## config.mk

```make
export PLATFORM = sky130hd
export DESIGN_NAME = keyed_command_line_parser_unit
export DESIGN_NICKNAME = d
export VERILOG_FILES = /design/src/design/kclp_pkg.sv /design/src/design/kclp_field_tracker.sv /design/src/design/keyed_command_line_parser_unit.sv
export SDC_FILE = /design/constraint.sdc
export NUM_CORES = 1
export LEC_CHECK = 0
export ABC_AREA = 1
export BUFFER_PORTS_ARGS = -buffer_cell sky130_fd_sc_hd__buf_2
export CAP_MARGIN = 20
export CORE_MARGIN = 2
export CORE_UTILIZATION = 50
export CTS_CLUSTER_SIZE = 28
export DETAILED_ROUTE_END_ITERATION = 16
export PLACE_DENSITY = 0.67
export SYNTH_ARGS = -nofsm -noshare
export SYNTH_HDL_FRONTEND = slang
export SYNTH_SLANG_ARGS = --single-unit
```

## constraint.sdc

```tcl
create_clock -name clk -period 4.7 [get_ports clk]
set_clock_uncertainty 0.15 [all_clocks]
set_input_delay 0.94 -clock clk [delete_from_list [all_inputs] [get_ports clk]]
set_output_delay 0.94 -clock clk [all_outputs]
set_load 0.1 [all_outputs]
```

## src/design/kclp_pkg.sv

```systemverilog
// ----------------------------------------------------------------------------
// kclp_pkg - shared types and constants of the keyed command line parser
// Character codes, key table, field widths and the tracker status struct.
// ----------------------------------------------------------------------------
`default_nettype none

package kclp_pkg;

  // default limits
  localparam int LINE_LIMIT_DEF  = 100;
  localparam int FIELD_LIMIT_DEF = 19;

  // fixed widths
  localparam int CHAR_W = 8;
  localparam int POS_W  = 7;
  localparam int MAG_W  = 9;
  localparam int NKEYS  = 4;
  localparam int PRS_W  = 8;

  localparam logic [POS_W-1:0] POS_MAX = '1;
  localparam logic [MAG_W-1:0] MAG_MAX = '1;
  localparam logic [PRS_W-1:0] PRS_MAX = '1;
  localparam logic [PRS_W-1:0] PRS_RESET = '1;

  // key indexes
  localparam int KEY_H = 0;
  localparam int KEY_R = 1;
  localparam int KEY_S = 2;
  localparam int KEY_A = 3;

  // character codes
  localparam logic [CHAR_W-1:0] CH_NUL     = 8'h00;
  localparam logic [CHAR_W-1:0] CH_PERCENT = 8'h25;
  localparam logic [CHAR_W-1:0] CH_COMMA   = 8'h2C;
  localparam logic [CHAR_W-1:0] CH_PLUS    = 8'h2B;
  localparam logic [CHAR_W-1:0] CH_MINUS   = 8'h2D;
  localparam logic [CHAR_W-1:0] CH_SPACE   = 8'h20;
  localparam logic [CHAR_W-1:0] CH_TAB     = 8'h09;
  localparam logic [CHAR_W-1:0] CH_CR      = 8'h0D;
  localparam logic [CHAR_W-1:0] CH_ZERO    = 8'h30;
  localparam logic [CHAR_W-1:0] CH_NINE    = 8'h39;

  // key characters H, R, S, A
  localparam logic [CHAR_W-1:0] KEY_CODE [NKEYS] = '{8'h48, 8'h52, 8'h53, 8'h41};

  // field phase codes
  typedef enum logic [2:0] {
    PH_LEAD = 3'b001,
    PH_DIG  = 3'b010,
    PH_DONE = 3'b100
  } kclp_phase_t;

  // status of one key tracker
  typedef struct packed {
    logic             seen;
    logic             neg;
    logic [MAG_W-1:0] mag;
  } kclp_field_t;

endpackage

`default_nettype wire

```

## src/design/kclp_field_tracker.sv

```systemverilog
// ----------------------------------------------------------------------------
// kclp_field_tracker - per-key field scanner
// Finds the first occurrence of a key and reads the signed decimal after it.
// ----------------------------------------------------------------------------
`default_nettype none

module kclp_field_tracker #(
  parameter int FIELD_LIMIT = kclp_pkg::FIELD_LIMIT_DEF
) (
  input  wire                              clk,
  input  wire                              rst_n,
  input  wire                              step,
  input  wire                              clear,
  input  wire  [kclp_pkg::CHAR_W-1:0]      ch,
  input  wire  [kclp_pkg::CHAR_W-1:0]      key_code,
  output kclp_pkg::kclp_field_t            status
);
  import kclp_pkg::*;

  localparam int LEN_W = $clog2(FIELD_LIMIT + 1);
  localparam int ACC_W = MAG_W + 4;

  logic             seen_r, seen_nxt;
  kclp_phase_t      phase_r, phase_nxt;
  logic             neg_r, neg_nxt;
  logic [MAG_W-1:0] mag_r, mag_nxt;
  logic [LEN_W-1:0] len_r, len_nxt;

  logic             is_digit, is_blank;
  logic [ACC_W-1:0] acc;

  // character classes and digit accumulation
  always_comb begin
    is_digit = (ch >= CH_ZERO) && (ch <= CH_NINE);
    is_blank = (ch == CH_SPACE) || ((ch >= CH_TAB) && (ch <= CH_CR));
    acc = {1'b0, mag_r, 3'b000} + {3'b000, mag_r, 1'b0} + ACC_W'(ch - CH_ZERO);
  end

  // next state of the scanner
  always_comb begin
    seen_nxt  = seen_r;
    phase_nxt = phase_r;
    neg_nxt   = neg_r;
    mag_nxt   = mag_r;
    len_nxt   = len_r;
    if (clear) begin
      seen_nxt  = 1'b0;
      phase_nxt = PH_LEAD;
      neg_nxt   = 1'b0;
      mag_nxt   = '0;
      len_nxt   = '0;
    end else if (step) begin
      if (!seen_r) begin
        seen_nxt = (ch == key_code);
      end else if ((phase_r == PH_DONE) || (len_r >= LEN_W'(FIELD_LIMIT))) begin
        phase_nxt = PH_DONE;
      end else begin
        len_nxt = len_r + 1'b1;
        if (ch == CH_COMMA) begin
          phase_nxt = PH_DONE;
        end else if ((phase_r == PH_LEAD) && is_blank) begin
          phase_nxt = PH_LEAD;
        end else if ((phase_r == PH_LEAD) && ((ch == CH_PLUS) || (ch == CH_MINUS))) begin
          neg_nxt   = (ch == CH_MINUS);
          phase_nxt = PH_DIG;
        end else if (is_digit) begin
          phase_nxt = PH_DIG;
          mag_nxt   = (acc > ACC_W'(MAG_MAX)) ? MAG_MAX : acc[MAG_W-1:0];
        end else begin
          phase_nxt = PH_DONE;
        end
      end
    end
  end

  // scanner registers
  always_ff @(posedge clk) begin
    if (!rst_n) begin
      seen_r  <= 1'b0;
      phase_r <= PH_LEAD;
      neg_r   <= 1'b0;
      mag_r   <= '0;
      len_r   <= '0;
    end else begin
      seen_r  <= seen_nxt;
      phase_r <= phase_nxt;
      neg_r   <= neg_nxt;
      mag_r   <= mag_nxt;
      len_r   <= len_nxt;
    end
  end

  assign status.seen = seen_r;
  assign status.neg  = neg_r;
  assign status.mag  = mag_r;

  // field scan checks
  a_len_bound: assert property (@(posedge clk) disable iff (!rst_n)
    len_r <= LEN_W'(FIELD_LIMIT)) else $error("field length beyond limit");
  a_clear: assert property (@(posedge clk) disable iff (!rst_n)
    clear |=> !seen_r && (mag_r == '0) && (len_r == '0))
    else $error("tracker not cleared at line end");
  a_unseen_idle: assert property (@(posedge clk) disable iff (!rst_n)
    !seen_r |-> (len_r == '0) && (mag_r == '0))
    else $error("field read before key seen");

endmodule

`default_nettype wire

```

## src/design/keyed_command_line_parser_unit.sv

```systemverilog
// ----------------------------------------------------------------------------
// keyed_command_line_parser_unit - serial command line decoder
// Reads H, R, S and A fields from a character stream and reports per line.
// ----------------------------------------------------------------------------
// Usage:
//   in_*  : one received character per request in in_tdata[7:0]. A '%' or
//           NUL ends the command line.
//   out_* : one result request per line end; out_tdata lists from bit 0
//           handshake_ok, data_request, pressure_updated, pressure_command.
//   Every character is taken into an input register, then updates the four
//   key trackers (or forms the line result) into the result register, so a
//   result is presented once its line-end character has left the input register.
//   Throughput is one character per cycle while no line end waits on a held
//   result, set by the tracker update between input register and tracker state.
//   When the receiver stalls, ordinary characters keep flowing; a further
//   line end waits in the input register until the held result is taken.
//   Reset empties both registers, clears the line state and sets the
//   pressure setting to 255.
// ----------------------------------------------------------------------------
`default_nettype none

module keyed_command_line_parser_unit #(
  parameter int LINE_LIMIT  = kclp_pkg::LINE_LIMIT_DEF,
  parameter int FIELD_LIMIT = kclp_pkg::FIELD_LIMIT_DEF
) (
  input  wire         clk,
  input  wire         rst_n,
  input  wire         in_tvalid,
  output logic        in_tready,
  input  wire  [7:0]  in_tdata,   // [7:0] rx_char
  output logic        out_tvalid,
  input  wire         out_tready,
  output logic [15:0] out_tdata   // [0] handshake_ok, [1] data_request,
                                  // [2] pressure_updated, [10:3] pressure_command
);
  import kclp_pkg::*;

  // input register
  logic              s_vld_r, s_vld_nxt;
  logic [CHAR_W-1:0] s_char_r;
  logic              s_end, s_go, in_fire;

  // line position and pressure
  logic [POS_W-1:0]  pos_r, pos_nxt;
  logic [PRS_W-1:0]  press_r, press_nxt;

  // result register
  logic              out_valid_r, out_valid_nxt;
  logic              hs_r, rq_r, upd_r;
  logic              hs_nxt, rq_nxt, upd_nxt;

  logic              trk_step, trk_clear;
  kclp_field_t       fld [NKEYS];

  // handshake and stage advance
  always_comb begin
    s_end     = (s_char_r == CH_PERCENT) || (s_char_r == CH_NUL);
    s_go      = s_vld_r && (!s_end || !out_valid_r || out_tready);
    in_tready = !s_vld_r || s_go;
    in_fire   = in_tvalid && in_tready;
    s_vld_nxt = in_fire ? 1'b1 : (s_go ? 1'b0 : s_vld_r);
    trk_step  = s_go && !s_end && (pos_r < POS_W'(LINE_LIMIT));
    trk_clear = s_go && s_end;
  end

  always_ff @(posedge clk) begin
    if (!rst_n) begin
      s_vld_r <= 1'b0;
    end else begin
      s_vld_r <= s_vld_nxt;
    end
  end

  always_ff @(posedge clk) begin
    if (in_fire) begin
      s_char_r <= in_tdata[CHAR_W-1:0];
    end
  end

  // key trackers
  for (genvar k = 0; k < NKEYS; k++) begin : g_trk
    kclp_field_tracker #(
      .FIELD_LIMIT (FIELD_LIMIT)
    ) u_trk (
      .clk      (clk),
      .rst_n    (rst_n),
      .step     (trk_step),
      .clear    (trk_clear),
      .ch       (s_char_r),
      .key_code (KEY_CODE[k]),
      .status   (fld[k])
    );
  end

  // line result and pressure update
  always_comb begin
    hs_nxt  = fld[KEY_H].seen && (fld[KEY_H].mag == '0);
    rq_nxt  = fld[KEY_R].seen && (fld[KEY_R].mag == '0);
    upd_nxt = fld[KEY_S].seen && !fld[KEY_S].neg && (fld[KEY_S].mag == MAG_W'(1));
    press_nxt = press_r;
    if (trk_clear && upd_nxt) begin
      if (!fld[KEY_A].seen || fld[KEY_A].neg) begin
        press_nxt = '0;
      end else if (fld[KEY_A].mag > MAG_W'(PRS_MAX)) begin
        press_nxt = PRS_MAX;
      end else begin
        press_nxt = fld[KEY_A].mag[PRS_W-1:0];
      end
    end
    if (trk_clear) begin
      pos_nxt = '0;
    end else if (s_go && (pos_r != POS_MAX)) begin
      pos_nxt = pos_r + 1'b1;
    end else begin
      pos_nxt = pos_r;
    end
    if (trk_clear) begin
      out_valid_nxt = 1'b1;
    end else if (out_tready) begin
      out_valid_nxt = 1'b0;
    end else begin
      out_valid_nxt = out_valid_r;
    end
  end

  always_ff @(posedge clk) begin
    if (!rst_n) begin
      pos_r       <= '0;
      press_r     <= PRS_RESET;
      out_valid_r <= 1'b0;
    end else begin
      pos_r       <= pos_nxt;
      press_r     <= press_nxt;
      out_valid_r <= out_valid_nxt;
    end
  end

  always_ff @(posedge clk) begin
    if (trk_clear) begin
      hs_r  <= hs_nxt;
      rq_r  <= rq_nxt;
      upd_r <= upd_nxt;
    end
  end

  // result port
  assign out_tvalid = out_valid_r;
  assign out_tdata  = {5'b00000, press_r, upd_r, rq_r, hs_r};

  // block checks
  a_no_spurious: assert property (@(posedge clk) disable iff (!rst_n)
    (s_go && !s_end) |=> (out_valid_r == $past(out_valid_r && !out_tready)))
    else $error("result raised by an ordinary character");
  a_pos_clear: assert property (@(posedge clk) disable iff (!rst_n)
    trk_clear |=> (pos_r == '0))
    else $error("line position not cleared at line end");
  a_press_only_upd: assert property (@(posedge clk) disable iff (!rst_n)
    ($past(rst_n) && (press_r != $past(press_r))) |-> (out_valid_r && upd_r))
    else $error("pressure setting changed without update");

endmodule

`default_nettype wire
```

======== Word level (Yosys, flattened, before mapping) ========
Index checks and enable logic that the tools add are counted.
word-level totals
  register bits ........................... 102
  latch bits .............................. 0
  memory bits (writable) .................. 0
  bits in read-only memories .............. 0
  input port bits ......................... 12
  output and inout bits ................... 18
  word-level logic and storage cells ...... 175
  memories ................................ 0
operators by class
  add/subtract/negate cells ............... 14
  multipliers ............................. 0
  div/mod/pow operators ................... 0
  magnitude comparators ................... 14
  equality and inequality tests ........... 19
  shift-type cells ........................ 0
  muxes and demuxes ....................... 31
  bitwise logic cells ..................... 14
  reductions and logical operators ........ 57
operators by type and width
  kind                                                                                 count
  12-bit by 10-bit adder with 13-bit output                                            4
  13-bit adder                                                                         4
  13-bit by 9-bit greater-than comparator with 1-bit output, second input constant     4
  3-bit 2-to-1 mux                                                                     17
  8-bit by 6-bit equality test with 1-bit output, second input constant                5
  9-bit 2-to-1 mux                                                                     4
  8-bit by 7-bit equality test with 1-bit output, second input constant                4
  7-bit AND reduction                                                                  4
  1-bit logical AND                                                                    21
  5-bit by 1-bit adder with 5-bit output, second input constant                        4
  5-bit greater-or-equal comparator, second input constant                             4
  9-bit logical NOT                                                                    2
  8-bit 2-to-1 mux                                                                     2
  1-bit inverter                                                                       14
  3-bit by 1-bit equality test with 1-bit output, second input constant                4
  3-bit equality test, second input constant                                           4
  3-bit AND reduction                                                                  4
  6-bit AND reduction                                                                  2
  1-bit logical OR                                                                     11
  9-bit by 1-bit equality test with 1-bit output, second input constant                1
  9-bit by 8-bit greater-than comparator with 1-bit output, second input constant      1
  8-bit by 6-bit subtractor with 9-bit output, second input constant                   1
  8-bit by 4-bit greater-or-equal comparator with 1-bit output, second input constant  1
  8-bit by 6-bit greater-or-equal comparator with 1-bit output, second input constant  1
  other kinds (11)                                                                     26

======== Depth between registers and ports, before layout ========
  word-level depth ........................ 9
  depth in mapped cells ................... 19
  depth with buffers taken out ............ 19

======== By module ========
Synthesis repeated with hierarchy kept, for this count alone.
second synthesis, totals
  cells, all modules ...................... 1516
  area total of the unflattened synthesis .. 9829.4 um^2
modules (own cells, without submodules)
  module                                   times used  cells each  area an instance (um^2)  seq. area each (um^2)
  kclp_field_tracker (g_trk[1].u_trk ...)  3           334         2087.0                   380.4
  kclp_field_tracker (g_trk[0].u_trk)      1           322         2090.8                   380.4
  keyed_command_line_parser_unit           1           192         1477.7                   670.6

======== Worst setup path before layout ========
OpenSTA, ideal clock, no wires.
  path kind ............................... register to register
  start ................................... register s_char_r[4]
  end ..................................... register g_trk[2].u_trk.mag_r[0]
  setup time .............................. 0.113 ns
  arrival time ............................ 3.404 ns
  required time ........................... 4.437 ns
  setup slack ............................. 1.032 ns
  cell stages (with the launch flop) ...... 15
  path buffers ............................ 0
  period minus slack after synthesis ...... 3.668 ns
  cells stage by stage .................... edfxtp_1 ha_1 nor2_1 fa_1 ha_1 nand2_1 inv_1 a21oi_1 nand2_1 nand2_1 nand2_1 nor2_1 nand3_1 nor2_1 nor2_1
between the ends
  cells in the longest elaborated chain, start to end .. 9
  elaborated cells between the ends (all ways) .. 33
  classes of those cells .................. add/sub: 2; order compare: 5; eq/ne: 5; mux: 1; bitwise: 3; reduce/logical: 17
ends and longest elaborated chain
  what                                                                  line                                  source
  start: declaration                                                    keyed_command_line_parser_unit.sv:40  logic [CHAR_W-1:0] s_char_r;
  start signal: assignment                                              keyed_command_line_parser_unit.sv:76  s_char_r <= in_tdata[CHAR_W-1:0];
  parallel branches: the longest is 9 deep, another holds 13-bit adder  -
  end signal: assignment                                                kclp_field_tracker.sv:88              mag_r <= mag_nxt;
  end: declaration                                                      kclp_field_tracker.sv:26              logic [MAG_W-1:0] mag_r, mag_nxt;
Parallel ways; which one is timed is not known.
A chain may end at the register's enable or synchronous reset.

======== Worst setup path in the final report ========
  start ................................... register s_char_r[4]
  end ..................................... register g_trk[0].u_trk.mag_r[5]
between the ends
  cells in the longest elaborated chain, start to end .. 9
  elaborated cells between the ends (all ways) .. 33
  classes of those cells .................. add/sub: 2; order compare: 5; eq/ne: 5; mux: 1; bitwise: 3; reduce/logical: 17
ends and longest elaborated chain
  what                                                                  line
  parallel branches: the longest is 9 deep, another holds 13-bit adder  -
  end signal: assignment                                                kclp_field_tracker.sv:88
  end: declaration                                                      kclp_field_tracker.sv:26
Parallel ways; which one is timed is not known.

==> flow_summary.toml <==
[run_status]
status = "finished, final reports clean"

[timing]
max_slew_margin_pct = 37.5
rsz0062_at_grt = "false"
drv_slew = 0
period_share_pct = 82.8
setup_violations = 0
finalSetupTns_ps = 0
hold_violations = 0
fmax_mhz = 257
fin_crit_ps = 3890
worst_pin_slew_ps = 936

[floorplan]
num_rows = 47
die_x_microns = 133
initial_core_util_pct = 50.8
die_h_microns = 133
ios = 30
die_area_sq_um = 17700
core_sq_um = 16400

[clock_network]
cts_root_buf = "clkbuf_16"
cts_tree = "built"
holdBufCountCts = 0
clk_latency_ps = 350
cts.sinks = 102
cts_resized = 0
h-tree-depth = 3
post-cts-setup-buffer-count = 0
path_clk_slew_ps = 70
numCtsBuffers = 9
clock_path_buffers = 2

[logic_synthesis]
ys_async_sr_fraction_pct = 0
syn_avg_cell_area_sq_um = 6.66
yosys_warnings = 0
synth-edff-count = 11
synth_ff_type = "dfxtp_1"
syn_area_sq_um = 8330
syn_inst = 1251
synth-seq-cells = 102
ys_types = 39
yosysSeqAreaShare_pct = 25.8

[pwr]
leakage_nw = 4.65
peakVddDrop_mv = 0.282
clkPwrFrac_pct = 39.3
comb_power_share_pct = 15.2
swShare_pct = 28.6
switchingPower_mw = 0.569
powerDensity_nw_per_um2 = 222
power_frac_seq_pct = 45.5
p_int_mw = 1.42
fin_total_pwr_mw = 1.99

[place]
numPortBuffers = 24
gp_congestion = 0.856
dp_hpwl_microns = 14300

[setup_path]
cp.required_ps = 4800
critPathSlowestCell = "xor2_1"
critPathCaptureType = "register"
rr_endpoint = "g_trk[0].u_trk.mag_r[5]$_SDFFE_PP0P_"
critPathKind = "reg -> reg"
cp_data_arrival_time_ps = 3990
cp.depth = 15
cp-startpoint = "s_char_r[4]$_DFFE_PP_"
startpoint_type = "register"
max_stage_delay_ps = 620
path_cells = "ha_1, xor2_1, fa_1, inv_1, ha_1, nand2_1, nand2_1, a21oi_1, nand2_1, nand2_1, nand2_1, nor2_1, nand3_1, nor2_1, nor2_1"
r2r_slack_ps = 810
cp_common_cell = "nand2_1"
endpoint = "g_trk[0].u_trk.mag_r[5]$_SDFFE_PP0P_"
crit_buf_inv = 1
critPathTopFamily = "adder cells"
r2r-start = "s_char_r[4]$_DFFE_PP_"
r2r_cells = 15
cp_max_fo = 9

[worst_hold_path]
hold_path.class = "reg -> reg"

[final_layout]
areaGrowthSynthToFinish_pct = 7.42
nets = 1381
drive_gt1_share_pct = 6.19
mostFrequentLayoutCells = "nand2_1 (344), inv_1 (208), nor2_1 (170)"
final_common_cell = "nand2_1"
diodes = 0

[drt]
vias = 7571
drtPass1Iterations = 5
wl_microns = 18400
via_per_inst = 5.06
post_drt_wl_per_cell_microns = 12.3
ant_nets = 0
drt_iter0_markers = 395
drc_errors = 0

[global_routing]
antenna_found_initial = 0
grt_usage_pct = 21.8
grt_pass1_vias = 7032
grt_max_degree = 54
grt-ovfl-total = 0
grt_pass1_wl_microns = 31900

[flow_run]
maxCapViolCount = 0
## synthesized netlist by cell type (2+ instances only)
library cell  instances  area, sq um
nor2_2                3         18.8
a21oi_1              62          310
nand3_2               4         40.0
or2_2                 2         12.5
inv_2                 6         22.5
nor3b_1               4         30.0
buf_4                 8         60.1
nand2_2               7         43.8
nand3b_1              7         52.6
xnor2_1              11         96.3
nor3_1                9         45.0
ha_1                 65          813
inv_1               208          781
o211ai_1              2         15.0
nor2_8                4         80.1
dfxtp_1              91         1820
fa_1                 32          641
nand2_1             344         1290
nor2_4                2         22.5
buf_2                11         55.1
o21ai_0              13         65.1
nand3_1              95          475
nor2_1              171          642
nor4_1                4         25.0
xor2_1               16          140
nand4_1              33          206
edfxtp_1             11          330
nand2_4               3         33.8
o21ai_1              13         65.1
## flip-flops by register name, summed over array words and instances (netlist names), 2 cells and up
name and cells:
g_trk.u_trk.mag_r 36, g_trk.u_trk.len_r 20, g_trk.u_trk.phase_r 12, press_r 8
s_char_r 8, pos_r 7, g_trk.u_trk.seen_r 4, g_trk.u_trk.neg_r 2
## cell families (layout without fill, tap and decap cells)
| family | count (synthesis) | count (layout) | synth area share (%) |
|---|---|---|---|
| AOI/OAI and AO/OA | 94 | 94 | 5.95 |
| xor gates and xnor gates | 27 | 27 | 2.84 |
| adders and majority gates | 97 | 97 | 17.5 |
| buffers and inverters | 236 | 258 | 11.3 |
| DFF | 102 | 102 | 25.8 |
| other | 1 | 5 | 0.0450 |
| and+or+nand+nor | 694 | 694 | 36.6 |
## final cells by class
class	count	area [sq um]
repair buffers	28	150
flip-flops and latches	102	2150
clock buffers	10	239
well taps	220	275
clock inverters	6	73.8
inverters	214	803
fillers	1627	7460
multi-input cells	917	5250
## power groups by stage
stage	clock, mW	sequential, mW	combinational (mW)
2_1_floorplan	0	0.917	0.237
3_3_place_gp	0	0.924	0.302
3_5_place_dp	0	0.924	0.303
4_1_cts	0.805	0.904	0.305
5_1_grt	0.838	0.906	0.345
6_report	0.781	0.904	0.302
## worst min-delay path, cell delays in order, from the launching register on
cell and delay, ps:
dfxtp_1 310, inv_1 50, a21oi_1 50
## layer usage
metal | GRT usage, % | vias to the layer above | wire [microns]
li1 | - | 3956 | -
met1 | 29.2 | 3440 | 8740
met2 | 36.4 | 147 | 8530
met3 | 4.25 | 28 | 836
met4 | 5.62 | 0 | 314
met5 | 0 | - | 0
## how the worst min path moves through the flow
| stage | start | to | slack, ps | depth (start not counted) |
|---|---|---|---|---|
| 2_1_floorplan | g_trk[0].u_trk.len_r[4]$_SDFFE_PP0P_ | g_trk[0].u_trk.len_r[4]$_SDFFE_PP0P_ | 280 | 2 |
| 3_3_place_gp | g_trk[0].u_trk.len_r[4]$_SDFFE_PP0P_ | g_trk[0].u_trk.len_r[4]$_SDFFE_PP0P_ | 290 | 2 |
| 3_5_place_dp | g_trk[3].u_trk.len_r[4]$_SDFFE_PP0P_ | g_trk[3].u_trk.len_r[4]$_SDFFE_PP0P_ | 290 | 2 |
| 4_1_cts | g_trk[2].u_trk.len_r[4]$_SDFFE_PP0P_ | g_trk[2].u_trk.len_r[4]$_SDFFE_PP0P_ | 300 | 2 |
| 5_1_grt | g_trk[1].u_trk.len_r[4]$_SDFFE_PP0P_ | g_trk[1].u_trk.len_r[4]$_SDFFE_PP0P_ | 340 | 2 |
| 6_report | g_trk[3].u_trk.len_r[4]$_SDFFE_PP0P_ | g_trk[3].u_trk.len_r[4]$_SDFFE_PP0P_ | 300 | 2 |
## through the flow
step / hold slack, ps / setup slack, ps / instance area [sq um] / instances / utilization [%]
2_1_floorplan: 280 / 1030 / 8340 / 1255 / -
3_3_place_gp: 287 / 890 / 8630 / 1481 / 52.6
3_5_place_dp: 294 / 850 / 8630 / 1481 / 52.6
4_1_cts: 305 / 819 / 8950 / 1497 / 54.5
5_1_grt: 339 / 464 / 8950 / 1497 / 54.5
6_report: 303 / 808 / 8950 / 1497 / 54.5
Note: power is estimated with default switching activity, not from simulation.
